File: src/rtl/swsup_pkg.sv
// Shared types and register codes for the sync window supervisor.
`default_nettype none

package swsup_pkg;

    localparam int unsigned TIME_W = 32;
    localparam int unsigned ADDR_W = 4;

    typedef logic [TIME_W-1:0] t_ms;
    typedef logic [TIME_W:0]   t_ms_wide;

    typedef enum logic [2:0] {
        EV_WAITING      = 3'd0,
        EV_CONNECTED    = 3'd1,
        EV_WRITTEN      = 3'd2,
        EV_COMPLETED    = 3'd3,
        EV_DISCONNECTED = 3'd4,
        EV_TIMED_OUT    = 3'd5,
        EV_CAPPED       = 3'd6,
        EV_NOTED        = 3'd7
    } t_event;

    typedef enum logic [1:0] {
        REG_ADVERTISE = 2'd0,
        REG_IDLE      = 2'd1,
        REG_CAP       = 2'd2
    } t_reg_idx;

    typedef enum logic {
        CMD_POLL  = 1'b0,
        CMD_WRITE = 1'b1
    } t_cmd;

    typedef struct packed {
        t_cmd cmd;
        t_ms  now_ms;
        logic sig_connected;
        logic sig_time_written;
        logic sig_disconnected;
        logic write_ok;
    } t_item;

    typedef struct packed {
        t_event event_res;
        t_ms    wait_ms;
        logic   window_ended;
    } t_result;

    typedef struct packed {
        t_ms advertise_timeout_ms;
        t_ms idle_timeout_ms;
        t_ms session_cap_ms;
    } t_cfg;

endpackage

`default_nettype wire

File: src/rtl/swsup_in_if.sv
// Input item channel: valid, ready and the poll or write-result payload.
`default_nettype none

interface swsup_in_if import swsup_pkg::*; ();
    logic  valid;
    logic  ready;
    t_item payload;

    modport source (output valid, output payload, input ready);
    modport sink (input valid, input payload, output ready);
endinterface

`default_nettype wire

File: src/rtl/swsup_out_if.sv
// Result channel: valid, ready and the classified event payload.
`default_nettype none

interface swsup_out_if import swsup_pkg::*; ();
    logic    valid;
    logic    ready;
    t_result payload;

    modport source (output valid, output payload, input ready);
    modport sink (input valid, input payload, output ready);
endinterface

`default_nettype wire

File: src/rtl/sync_window_supervisor.sv
// Top level of the sync window supervisor: channel registers, config and core.
//
//   channel   role     direction  payload
//   i_item    sink     in         cmd, now_ms, sig_*, write_ok
//   o_result  source   out        event_res, wait_ms, window_ended
//   apb       slave    in/out     three 32-bit registers at 0x0, 0x4, 0x8
//
// One item per cycle sustained while results are accepted by the sink.
// Cycle: input register, classify and wait-time logic, result register.
// i_rst_n is synchronous; it clears the channel valid flags and session state.
// A held result stalls the input register only when that register is full.
`default_nettype none

module sync_window_supervisor import swsup_pkg::*; (
    input  wire logic              i_clk,
    input  wire logic              i_rst_n,
    swsup_in_if.sink               i_item,
    swsup_out_if.source            o_result,
    input  wire logic              psel,
    input  wire logic              penable,
    input  wire logic              pwrite,
    input  wire logic [ADDR_W-1:0] paddr,
    input  wire logic [31:0]       pwdata,
    output logic      [31:0]       prdata,
    output logic                   pready
);

    logic    r_in_valid;
    t_item   r_in;
    logic    r_out_valid;
    t_result r_out;
    logic    w_advance;
    t_cfg    w_cfg;
    t_result w_res;

    swsup_cfg u_cfg (
        .i_clk   (i_clk),
        .i_rst_n (i_rst_n),
        .psel    (psel),
        .penable (penable),
        .pwrite  (pwrite),
        .paddr   (paddr),
        .pwdata  (pwdata),
        .prdata  (prdata),
        .pready  (pready),
        .o_cfg   (w_cfg)
    );

    swsup_core u_core (
        .i_clk    (i_clk),
        .i_rst_n  (i_rst_n),
        .i_step   (w_advance),
        .i_item   (r_in),
        .i_cfg    (w_cfg),
        .o_result (w_res)
    );

    assign w_advance        = r_in_valid && (!r_out_valid || o_result.ready);
    assign i_item.ready     = !r_in_valid || w_advance;
    assign o_result.valid   = r_out_valid;
    assign o_result.payload = r_out;

    always_ff @(posedge i_clk) begin
        if (!i_rst_n) begin
            r_in_valid  <= 1'b0;
            r_out_valid <= 1'b0;
        end else begin
            if (i_item.ready) begin
                r_in_valid <= i_item.valid;
            end
            if (w_advance) begin
                r_out_valid <= 1'b1;
            end else if (o_result.ready) begin
                r_out_valid <= 1'b0;
            end
        end
    end

    always_ff @(posedge i_clk) begin
        if (i_item.valid && i_item.ready) begin
            r_in <= i_item.payload;
        end
        if (w_advance) begin
            r_out <= w_res;
        end
    end

    a_ended_no_wait: assert property (@(posedge i_clk) disable iff (!i_rst_n)
        r_out_valid && r_out.window_ended |-> r_out.wait_ms == '0)
        else $error("ended window reports nonzero wait");

    a_write_noted: assert property (@(posedge i_clk) disable iff (!i_rst_n)
        w_advance && r_in.cmd == CMD_WRITE |=> r_out_valid && r_out.event_res == EV_NOTED)
        else $error("write-result transfer not reported as noted");

    a_in_hold: assert property (@(posedge i_clk) disable iff (!i_rst_n)
        r_in_valid && !w_advance |=> r_in_valid && $stable(r_in))
        else $error("stalled input register changed");

    a_out_hold: assert property (@(posedge i_clk) disable iff (!i_rst_n)
        r_out_valid && !o_result.ready |=> r_out_valid && $stable(r_out))
        else $error("unaccepted result changed");

endmodule

`default_nettype wire

File: src/rtl/swsup_cfg.sv
// APB configuration registers for the timeouts and the session cap.
`default_nettype none

module swsup_cfg import swsup_pkg::*; (
    input  wire logic              i_clk,
    input  wire logic              i_rst_n,
    input  wire logic              psel,
    input  wire logic              penable,
    input  wire logic              pwrite,
    input  wire logic [ADDR_W-1:0] paddr,
    input  wire logic [31:0]       pwdata,
    output logic      [31:0]       prdata,
    output logic                   pready,
    output t_cfg                   o_cfg
);

    t_cfg     r_cfg;
    t_reg_idx w_idx;
    logic     w_wr;

    assign pready = 1'b1;
    assign w_idx  = t_reg_idx'(paddr[ADDR_W-1:2]);
    assign w_wr   = psel && penable && pwrite;
    assign o_cfg  = r_cfg;

    always_ff @(posedge i_clk) begin
        if (!i_rst_n) begin
            r_cfg.advertise_timeout_ms <= t_ms'(6000);
            r_cfg.idle_timeout_ms      <= t_ms'(4000);
            r_cfg.session_cap_ms       <= t_ms'(12000);
        end else if (w_wr) begin
            case (w_idx)
                REG_ADVERTISE: r_cfg.advertise_timeout_ms <= pwdata;
                REG_IDLE:      r_cfg.idle_timeout_ms      <= pwdata;
                REG_CAP:       r_cfg.session_cap_ms       <= pwdata;
                default: begin
                end
            endcase
        end
    end

    always_comb begin
        case (w_idx)
            REG_ADVERTISE: prdata = r_cfg.advertise_timeout_ms;
            REG_IDLE:      prdata = r_cfg.idle_timeout_ms;
            REG_CAP:       prdata = r_cfg.session_cap_ms;
            default:       prdata = '0;
        endcase
    end

endmodule

`default_nettype wire

File: src/rtl/swsup_core.sv
// Session state and the one-step classify and wait-time logic.
`default_nettype none

module swsup_core import swsup_pkg::*; (
    input  wire logic  i_clk,
    input  wire logic  i_rst_n,
    input  wire logic  i_step,
    input  wire t_item i_item,
    input  wire t_cfg  i_cfg,
    output t_result    o_result
);

    logic   r_is_connected;
    logic   r_window_over;
    t_event r_final_event;
    logic   r_exchange_done;
    t_ms    r_phase_start_ms;

    logic   n_is_connected;
    logic   n_window_over;
    t_event n_final_event;
    logic   n_exchange_done;
    t_ms    n_phase_start_ms;

    t_event   w_event;
    logic     w_restart;
    t_ms      w_lim_old;
    t_ms      w_lim_new;
    t_ms_wide w_now;
    t_ms_wide w_cap;
    t_ms_wide w_dl_old;
    t_ms_wide w_dl_now;
    t_ms_wide w_dl_new;
    t_ms_wide w_dl_min;
    t_ms_wide w_left;

    assign w_now     = {1'b0, i_item.now_ms};
    assign w_cap     = {1'b0, i_cfg.session_cap_ms};
    assign w_lim_old = r_is_connected ? i_cfg.idle_timeout_ms : i_cfg.advertise_timeout_ms;
    assign w_lim_new = n_is_connected ? i_cfg.idle_timeout_ms : i_cfg.advertise_timeout_ms;
    assign w_dl_old  = {1'b0, r_phase_start_ms} + {1'b0, w_lim_old};
    assign w_dl_now  = w_now + {1'b0, w_lim_new};

    always_comb begin
        n_is_connected   = r_is_connected;
        n_window_over    = r_window_over;
        n_final_event    = r_final_event;
        n_exchange_done  = r_exchange_done;
        n_phase_start_ms = r_phase_start_ms;
        w_restart        = 1'b0;
        w_event          = EV_WAITING;
        priority if (i_item.cmd == CMD_WRITE) begin
            if (i_item.write_ok) begin
                n_exchange_done = 1'b1;
            end
            w_event = EV_NOTED;
        end else if (r_window_over) begin
            w_event = r_final_event;
        end else if (w_now >= w_cap) begin
            w_event = EV_CAPPED;
        end else if (!r_is_connected && i_item.sig_connected) begin
            n_is_connected   = 1'b1;
            n_phase_start_ms = i_item.now_ms;
            w_restart        = 1'b1;
            w_event          = EV_CONNECTED;
        end else if (i_item.sig_time_written) begin
            if (r_exchange_done) begin
                w_event = EV_COMPLETED;
            end else begin
                n_phase_start_ms = i_item.now_ms;
                w_restart        = 1'b1;
                w_event          = EV_WRITTEN;
            end
        end else if (i_item.sig_disconnected) begin
            w_event = EV_DISCONNECTED;
        end else if (w_now >= w_dl_old) begin
            w_event = EV_TIMED_OUT;
        end else begin
            w_event = EV_WAITING;
        end
        if (i_item.cmd == CMD_POLL && !r_window_over &&
            (w_event == EV_CAPPED || w_event == EV_COMPLETED ||
             w_event == EV_DISCONNECTED || w_event == EV_TIMED_OUT)) begin
            n_window_over = 1'b1;
            n_final_event = w_event;
        end
    end

    assign w_dl_new = w_restart ? w_dl_now : w_dl_old;
    assign w_dl_min = (w_cap < w_dl_new) ? w_cap : w_dl_new;
    assign w_left   = (n_window_over || w_now >= w_dl_min) ? '0 : (w_dl_min - w_now);

    assign o_result.event_res    = w_event;
    assign o_result.wait_ms      = w_left[TIME_W-1:0];
    assign o_result.window_ended = n_window_over;

    always_ff @(posedge i_clk) begin
        if (!i_rst_n) begin
            r_is_connected   <= 1'b0;
            r_window_over    <= 1'b0;
            r_exchange_done  <= 1'b0;
            r_phase_start_ms <= '0;
        end else if (i_step) begin
            r_is_connected   <= n_is_connected;
            r_window_over    <= n_window_over;
            r_exchange_done  <= n_exchange_done;
            r_phase_start_ms <= n_phase_start_ms;
        end
    end

    always_ff @(posedge i_clk) begin
        if (i_step) begin
            r_final_event <= n_final_event;
        end
    end

endmodule

`default_nettype wire
File: src/flat_wrapper.sv
// flat-port wrapper written by rule: the top's interface ports become plain ports
module sync_window_supervisor_flat import swsup_pkg::*;
  (i_clk, i_rst_n, psel, penable, pwrite, paddr, pwdata, prdata, pready, i_item_valid, i_item_payload, i_item_ready, o_result_valid, o_result_payload, o_result_ready);
  swsup_in_if i_item_i ();
  swsup_out_if o_result_i ();
  input  wire logic i_clk;
  input  wire logic i_rst_n;
  input  wire logic psel;
  input  wire logic penable;
  input  wire logic pwrite;
  input  wire logic [ADDR_W-1:0] paddr;
  input  wire logic [31:0] pwdata;
  output logic      [31:0] prdata;
  output logic pready;
  input wire logic [$bits(i_item_i.valid)-1:0] i_item_valid;
  input wire logic [$bits(i_item_i.payload)-1:0] i_item_payload;
  output wire logic [$bits(i_item_i.ready)-1:0] i_item_ready;
  output wire logic [$bits(o_result_i.valid)-1:0] o_result_valid;
  output wire logic [$bits(o_result_i.payload)-1:0] o_result_payload;
  input wire logic [$bits(o_result_i.ready)-1:0] o_result_ready;
  assign i_item_i.valid = i_item_valid;
  assign i_item_i.payload = i_item_payload;
  assign i_item_ready = i_item_i.ready;
  assign o_result_valid = o_result_i.valid;
  assign o_result_payload = o_result_i.payload;
  assign o_result_i.ready = o_result_ready;
  sync_window_supervisor u_core (.i_clk(i_clk), .i_rst_n(i_rst_n), .i_item(i_item_i), .o_result(o_result_i), .psel(psel), .penable(penable), .pwrite(pwrite), .paddr(paddr), .pwdata(pwdata), .prdata(prdata), .pready(pready));
endmodule
File: config.mk
export PLATFORM = sky130hd
export DESIGN_NAME = sync_window_supervisor_flat
export DESIGN_NICKNAME = d
export VERILOG_FILES = /design/src/rtl/swsup_pkg.sv /design/src/rtl/swsup_in_if.sv /design/src/rtl/swsup_out_if.sv /design/src/rtl/sync_window_supervisor.sv /design/src/rtl/swsup_cfg.sv /design/src/rtl/swsup_core.sv /design/src/flat_wrapper.sv
export SDC_FILE = /design/constraint.sdc
export NUM_CORES = 1
export LEC_CHECK = 0
export BUFFER_PORTS_ARGS = -buffer_cell sky130_fd_sc_hd__buf_4
export CAP_MARGIN = 25
export CORE_MARGIN = 2
export CORE_UTILIZATION = 57
export CTS_CLUSTER_DIAMETER = 30
export DETAILED_ROUTE_END_ITERATION = 6
export GPL_TIMING_DRIVEN = 1
export PLACE_DENSITY = 0.8
export SYNTH_ARGS = -nofsm -noshare
export SYNTH_HDL_FRONTEND = slang
export SYNTH_SLANG_ARGS = --single-unit
File: constraint.sdc
create_clock -name i_clk -period 13.6 [get_ports i_clk]
set_input_delay 1.36 -clock i_clk [delete_from_list [all_inputs] [get_ports i_clk]]
set_output_delay 1.36 -clock i_clk [all_outputs]
set_load 0.02 [all_outputs]
# == After elaboration in Yosys (flattened, before gate mapping) ==
# Index checks and enable logic that the tools add are counted.
# classes
n_reduce_logical,26
magnitude_cmp,4
mux,29
addsub,3
n_bitwise,3
n_eq_ne,7
# op_table
operator,count
32-bit 2-to-1 mux,5
32-bit one-hot mux with 3 select lines,1
32-bit by 32-bit adder with 33-bit output,2
32-bit by 33-bit greater-or-equal comparator with 1-bit output,2
33-bit 2-to-1 mux,2
32-bit by 33-bit less-than comparator with 1-bit output,1
32-bit greater-or-equal comparator,1
32-bit subtractor,1
3-bit 2-to-1 mux,7
1-bit 2-to-1 mux,14
3-bit equality test (second input constant),3
2-bit AND reduction,4
1-bit logical AND,7
1-bit logical OR,6
6-bit AND reduction,1
1-bit zero test,4
2-bit nonzero test,2
3-bit by 2-bit equality test with 1-bit output (second input constant),1
1-bit inverter,3
3-bit AND reduction,1
2-bit by 1-bit equality test with 1-bit output (second input constant),1
2-bit equality test (second input constant),1
2-bit zero test,1
2-bit by 1-bit inequality test with 1-bit output (second input constant),1
# word_totals
ff_bits,209
elab_cells,91
out_inout_bits,71
input_bits,80

# == Depth between registers and ports, before layout ==
# depth
word_depth,17
mapped_depth,43

# == By module ==
# A second synthesis with hierarchy kept.
# hier_totals
hier_cells,2061
hier_area_um2,18111.1
# by_module_without_submodules
mod,area_per_inst_um2,cells_per_inst,n_inst
swsup_core,11471.0,1510,1
swsup_cfg,4344.2,469,1
sync_window_supervisor,2296.0,82,1

# == Least setup slack after synthesis ==
# OpenSTA, ideal clock, no wires.
# synth_timing
path_kind,flip-flop to flip-flop
startpoint,register u_core.r_in[29] (netlist bit)
endpoint,register u_core.r_out (netlist bit u_core.o_result.payload[31]) (data pin)
arrival_time_ps,9369
slack_ps,3956
path_stages_with_launch,42
synth_period_minus_slack_ps,9644
t_required_ps,13325
setup_ps,275
cell_sequence,edfxtp_1 ha_1 nand4_1 a211oi_1 nor2_1 a211oi_1 nor3_4 a31oi_1 clkbuf_1 mux2_2 ha_1 and4_1 and3_1 nand3_1 a2111oi_0 o221ai_1 xnor2_1 nand2_1 [6 not listed] a21o_1 a21o_1 a2111oi_0 o31a_1 nor3_2 buf_4 mux2_2 ha_1 clkbuf_1 a21o_1 a311o_1 a221oi_2 o31ai_1 a211oi_1 o21ai_1 and4b_1 nor4_1 a211oi_1
# synth_via
elab_chain_len,15
elab_cells_between_ends,32
cone_classes,2 x add/sub; 4 x order compare; 4 x eq/ne; 17 x mux; 5 x reduce/logical
# synth_lines
item,line_no,text
"start, declared",sync_window_supervisor.sv:29,t_item r_in;
"start signal, assigned",sync_window_supervisor.sv:81,r_in <= i_item.payload;
"parallel branches: the longest is 15 deep, another holds 32-bit by 32-bit adder with 33-bit output",n/a,
"end signal, assigned",sync_window_supervisor.sv:84,r_out <= w_res;
"end, declared",sync_window_supervisor.sv:31,t_result r_out;
# Parallel ways; which one is timed is not known.
# A chain may end at the register's enable or synchronous reset.

# == Worst setup path after layout ==
# layout_timing
startpoint,register u_core.u_cfg.r_cfg (netlist bit u_core.u_cfg.o_cfg[11])
endpoint,register u_core.r_out (netlist bit u_core.o_result.payload[31]) (data pin)
# layout_via
elab_chain_len,11
elab_cells_between_ends,27
cone_classes,2 x add/sub; 3 x order compare; 4 x eq/ne; 13 x mux; 5 x reduce/logical
# layout_lines
item,line_no,text
"start, declared",swsup_cfg.sv:17,t_cfg r_cfg;
32-bit greater-or-equal comparator,swsup_core.sv:59,end else if (w_now >= w_cap) begin
1-bit 2-to-1 mux / 3-bit 2-to-1 mux (equally long branches),swsup_core.sv:59,
1-bit 2-to-1 mux / 3-bit 2-to-1 mux (equally long branches),swsup_core.sv:57,end else if (r_window_over) begin
1-bit 2-to-1 mux / 3-bit 2-to-1 mux (equally long branches),swsup_core.sv:52,priority if (i_item.cmd == CMD_WRITE) begin
"32-bit 2-to-1 mux, or another cell as far along",swsup_core.sv:40,assign w_lim_new = n_is_connected ? i_cfg.idle_timeout_ms : i_cfg.advertise_timeout_ms;
32-bit by 32-bit adder with 33-bit output / 1-bit logical OR (equally long branches),"swsup_core.sv:42, swsup_core.sv:82",
33-bit 2-to-1 mux / 1-bit logical OR (equally long branches),"swsup_core.sv:89, swsup_core.sv:82",
32-bit by 33-bit less-than comparator with 1-bit output / 1-bit logical OR (equally long branches),"swsup_core.sv:90, swsup_core.sv:83",
33-bit 2-to-1 mux / 1-bit logical AND (equally long branches),"swsup_core.sv:90, swsup_core.sv:81",
32-bit by 33-bit greater-or-equal comparator with 1-bit output / 1-bit 2-to-1 mux (equally long branches),"swsup_core.sv:91, swsup_core.sv:81",
1-bit logical OR,swsup_core.sv:91,assign w_left = (n_window_over || w_now >= w_dl_min) ? '0 : (w_dl_min - w_now);
# Parallel ways exist; a longest one is shown, timed or not.

==> key figures <==
Run status
  • Status: completed

Critical path
  • Reg2reg path depth: 43
  • WP buf/inv: 6
  • CP startpoint kind: flip-flop
  • CP Depth: 43
  • Worst setup EP type: flip-flop
  • Slowest stage cell, crit path: nor3_4
  • Cell family with most CP delay: compound AO/OA/AOI/OAI gates
  • WS Path Type: reg2reg
  • Delay of the slowest critical-path stage: 0.75 ns
  • Worst-path maximum fanout: 34
  • Critical Path AT: 12.41 ns
  • Req. time, crit path: 13.87 ns

Floorplan
  • Row cnt: 65
  • Core ar.: 31,300 sq um
  • Die outline height: 182 um
  • Starting Density: 57.4%
  • Die area: 33,000 sq um
  • Die W: 182 um
  • Io pins: 151

Placement
  • DP Area: 19,500 sq um
  • GP Congestion: 0.951
  • Port Buffers: 147
  • DP HPWL: 42,200 um

CTS
  • Post-cts resize count: 0
  • Root Driver: clkbuf_16
  • Hold buffer count at cts: 0
  • H-tree lvl count: 2
  • TritonCTS clock tree: done
  • Num CTS Buffers: 50
  • Post-CTS Setup Inserts: 0
  • Latest clock arrival within the worst-skew pair: 0.58 ns
  • CTS Sinks: 209
  • Max Root-Sink Buffers: 3
  • CTS clock-pin slew for the worst setup and hold paths: 0.05 ns

Power
  • Pwr per Cell Area: 117 nW/um^2
  • LEAKAGE: 9.13 nW
  • Peak VDD IR: 0.157 mV

Route
  • DRC errors left: 0
  • Vias per Instance: 6.29
  • Routed vias: 17,000
  • Routed WL: 57,500 um
  • First-pass DRT Iterations: 5
  • Routed Antenna Nets: 0
  • Initial DRC count: 1,621
  • Drt wl/cell: 21.3 um

STA
  • Fmax: 82.4 MHz
  • Final hold slack: 0.468 ns
  • Final Hold Vio Count: 0
  • Max-slew violations: 0
  • Fin crit period: 12.14 ns
  • Setup TNS: 0 ns
  • RSZ-0062 raised after global routing: false
  • Final setup fails: 0
  • Clock skew: 0.0221 ns
  • Slew margin rel.: 31.0%
  • Final period utilization: 89.3%
  • Pin slew with the least headroom to its limit: 1.03 ns

GRT
  • GR Util All Layers: 33.9%
  • Vias in the first global route: 16,000
  • First-pass GRT wire length: 87,500 um
  • Grt ovf: 0
  • Pin count of the biggest net entering global routing: 84
  • Initial antenna violation count: 1

Yosys
  • Main synth FF type: dfxtp_1
  • Commonest cells in the netlist: nand2_1 (322), ha_1 (222), dfxtp_1 (133), inv_1 (133)
  • Most frequent cell after synthesis: nand2_1
  • Syn Inst Count: 2,118
  • Synth warnings: 0
  • Top post-synthesis cells by area: ha_1 (15%), dfxtp_1 (15%), edfxtp_1 (13%), nand2_1 (6.7%), mux2_2 (5.2%)
  • Cell Area, Synth: 18,000 sq um
  • EDFF count, synth: 76
  • Mean area per synthesized cell: 8.49 sq um
  • Register area share after synthesis: 27.5%
  • Post-synth ARST share: 0%
  • Dominant cell type by area after synthesis: ha_1
  • Yosys reg bits: 209
  • Synth cell types: 75
  • Syn nets: 2,423
  • Post-synth top area share: 15.5%

Hold path
  • Hold Crit Depth: 2
  • Min-Delay Path Class: reg2reg

Final layout
  • Layout Utilization: 68.0%
  • Area Overhead vs Synth: 18.4%
  • ANT cells: 0
  • Nets: 2,560
  • Final instance area: 21,300 sq um
  • Layout cells sized above 1: 16.4%
  • Number of fill cells: 2,492

Flow run
  • MaxCap Viol Count: 0
## cell usage in the layout, fill, tap and decap left out, types with 5 or more instances in the layout
cell type / synthesis / layout
nand2_1: 322 / 322
ha_1: 222 / 222
buf_4: 9 / 181
inv_1: 133 / 133
dfxtp_1: 133 / 133
o21ai_0: 112 / 112
a21boi_0: 112 / 112
a21oi_1: 110 / 110
mux2_2: 83 / 83
nand3_1: 81 / 81
mux2i_1: 81 / 81
edfxtp_1: 76 / 76
nor2_1: 63 / 62
a21o_1: 62 / 62
a211oi_1: 56 / 56
clkbuf_16: 0 / 51
xnor2_1: 48 / 48
xor2_1: 30 / 30
nor3_1: 29 / 28
o211ai_1: 27 / 27
nand4_1: 22 / 22
a31oi_1: 21 / 20
o21bai_1: 17 / 17
nor2b_1: 18 / 16
and3_1: 15 / 15
nand2b_1: 11 / 11
o21a_1: 11 / 11
a211o_1: 9 / 9
and2_1: 9 / 8
bufinv_16: 0 / 8
or3_1: 7 / 7
a31o_2: 7 / 7
a2111oi_0: 7 / 7
clkinv_2: 0 / 6
o221ai_1: 5 / 5
or2_2: 5 / 5
o31ai_1: 5 / 5
clkbuf_8: 0 / 5
clkinv_4: 0 / 5
inv_6: 0 / 5
## kinds of logic (layout without fill, tap and decap cells)
| kind of cell | count (synthesis) | after routing | synth area share [%] |
|---|---|---|---|
| DFF | 209 | 209 | 27.5 |
| muxes | 168 | 168 | 9.96 |
| buffers and inverters | 231 | 407 | 5.14 |
| other | 1 | 1 | 0.0209 |
| xor gates and xnor gates | 78 | 78 | 3.80 |
| and+or+nand+nor | 601 | 601 | 15.0 |
| adders and majority gates | 225 | 225 | 15.8 |
| AOI/OAI and AO/OA | 605 | 605 | 22.8 |
## registers in the layout (all words and copies together) (netlist names)
signal,count
u_core.u_cfg.o_cfg,96
u_core.r_in,37
u_core.o_result.payload,36
u_core.u_core.r_phase_start_ms,32
u_core.u_core.r_final_event,3
u_core.o_result.valid,1
u_core.r_in_valid,1
u_core.u_core.r_exchange_done,1
u_core.u_core.r_is_connected,1
u_core.u_core.r_window_over,1
## path summary, 6_finish.rpt
path / startpoint / endpoint / slack [ns]
setup / recovery: u_core.u_cfg.o_cfg[11] / u_core.o_result.payload[31] / 1.46
hold / removal: u_core.u_core.r_phase_start_ms[20] / u_core.u_core.r_phase_start_ms[20] / 0.47
setup reg to reg: u_core.u_cfg.o_cfg[11] / u_core.o_result.payload[31] / 1.46
hold reg to reg: u_core.u_core.r_phase_start_ms[20] / u_core.u_core.r_phase_start_ms[20] / 0.47
## report_power, final
part	switching [mW]	internal (mW)
logic	0.305	0.214
registers	0.0252	0.682
clock network	0.400	0.868
## through the flow
| stage | power [mW] | instances | setup WS [ns] |
|---|---|---|---|
| 2_1_floorplan | 1.08 | 2118 | 3.96 |
| 3_3_place_gp | 1.21 | 2604 | 1.94 |
| 3_5_place_dp | 1.22 | 2604 | 1.86 |
| 4_1_cts | 2.49 | 2695 | 1.81 |
| 5_1_grt | 2.58 | 2696 | 0.914 |
| 6_report | 2.49 | 2696 | 1.46 |
## cell type report
cell class / instances / area [sq um] / area share [%]
inverters: 134 / 503 / 2.36
multi-input cells: 1678 / 12200 / 57.1
repair buffers: 182 / 1380 / 6.48
well taps: 402 / 503 / 2.36
flip-flops and latches: 209 / 4940 / 23.2
clock buffers: 60 / 1360 / 6.39
clock inverters: 31 / 434 / 2.04
## routing by layer
layer	part of all wire (%)	vias to the layer above	global-route usage [%]
li1	-	7970	-
met1	45	8063	48.6
met2	43	817	51.8
met3	9.8	106	5.78
met4	2.5	0	11.1
met5	0	-	0
## worst register-to-register path: cells and delay by family (launching register included)
kind            cells  cell delay, ns
flops               1            0.53
compound gates     17            4.25
simple gates       13            3.04
buf+inv             6            1.47
fa+ha+maj           5            1.70
mux                 2            0.83
No activity file was read; power rests on OpenSTA's default activity.
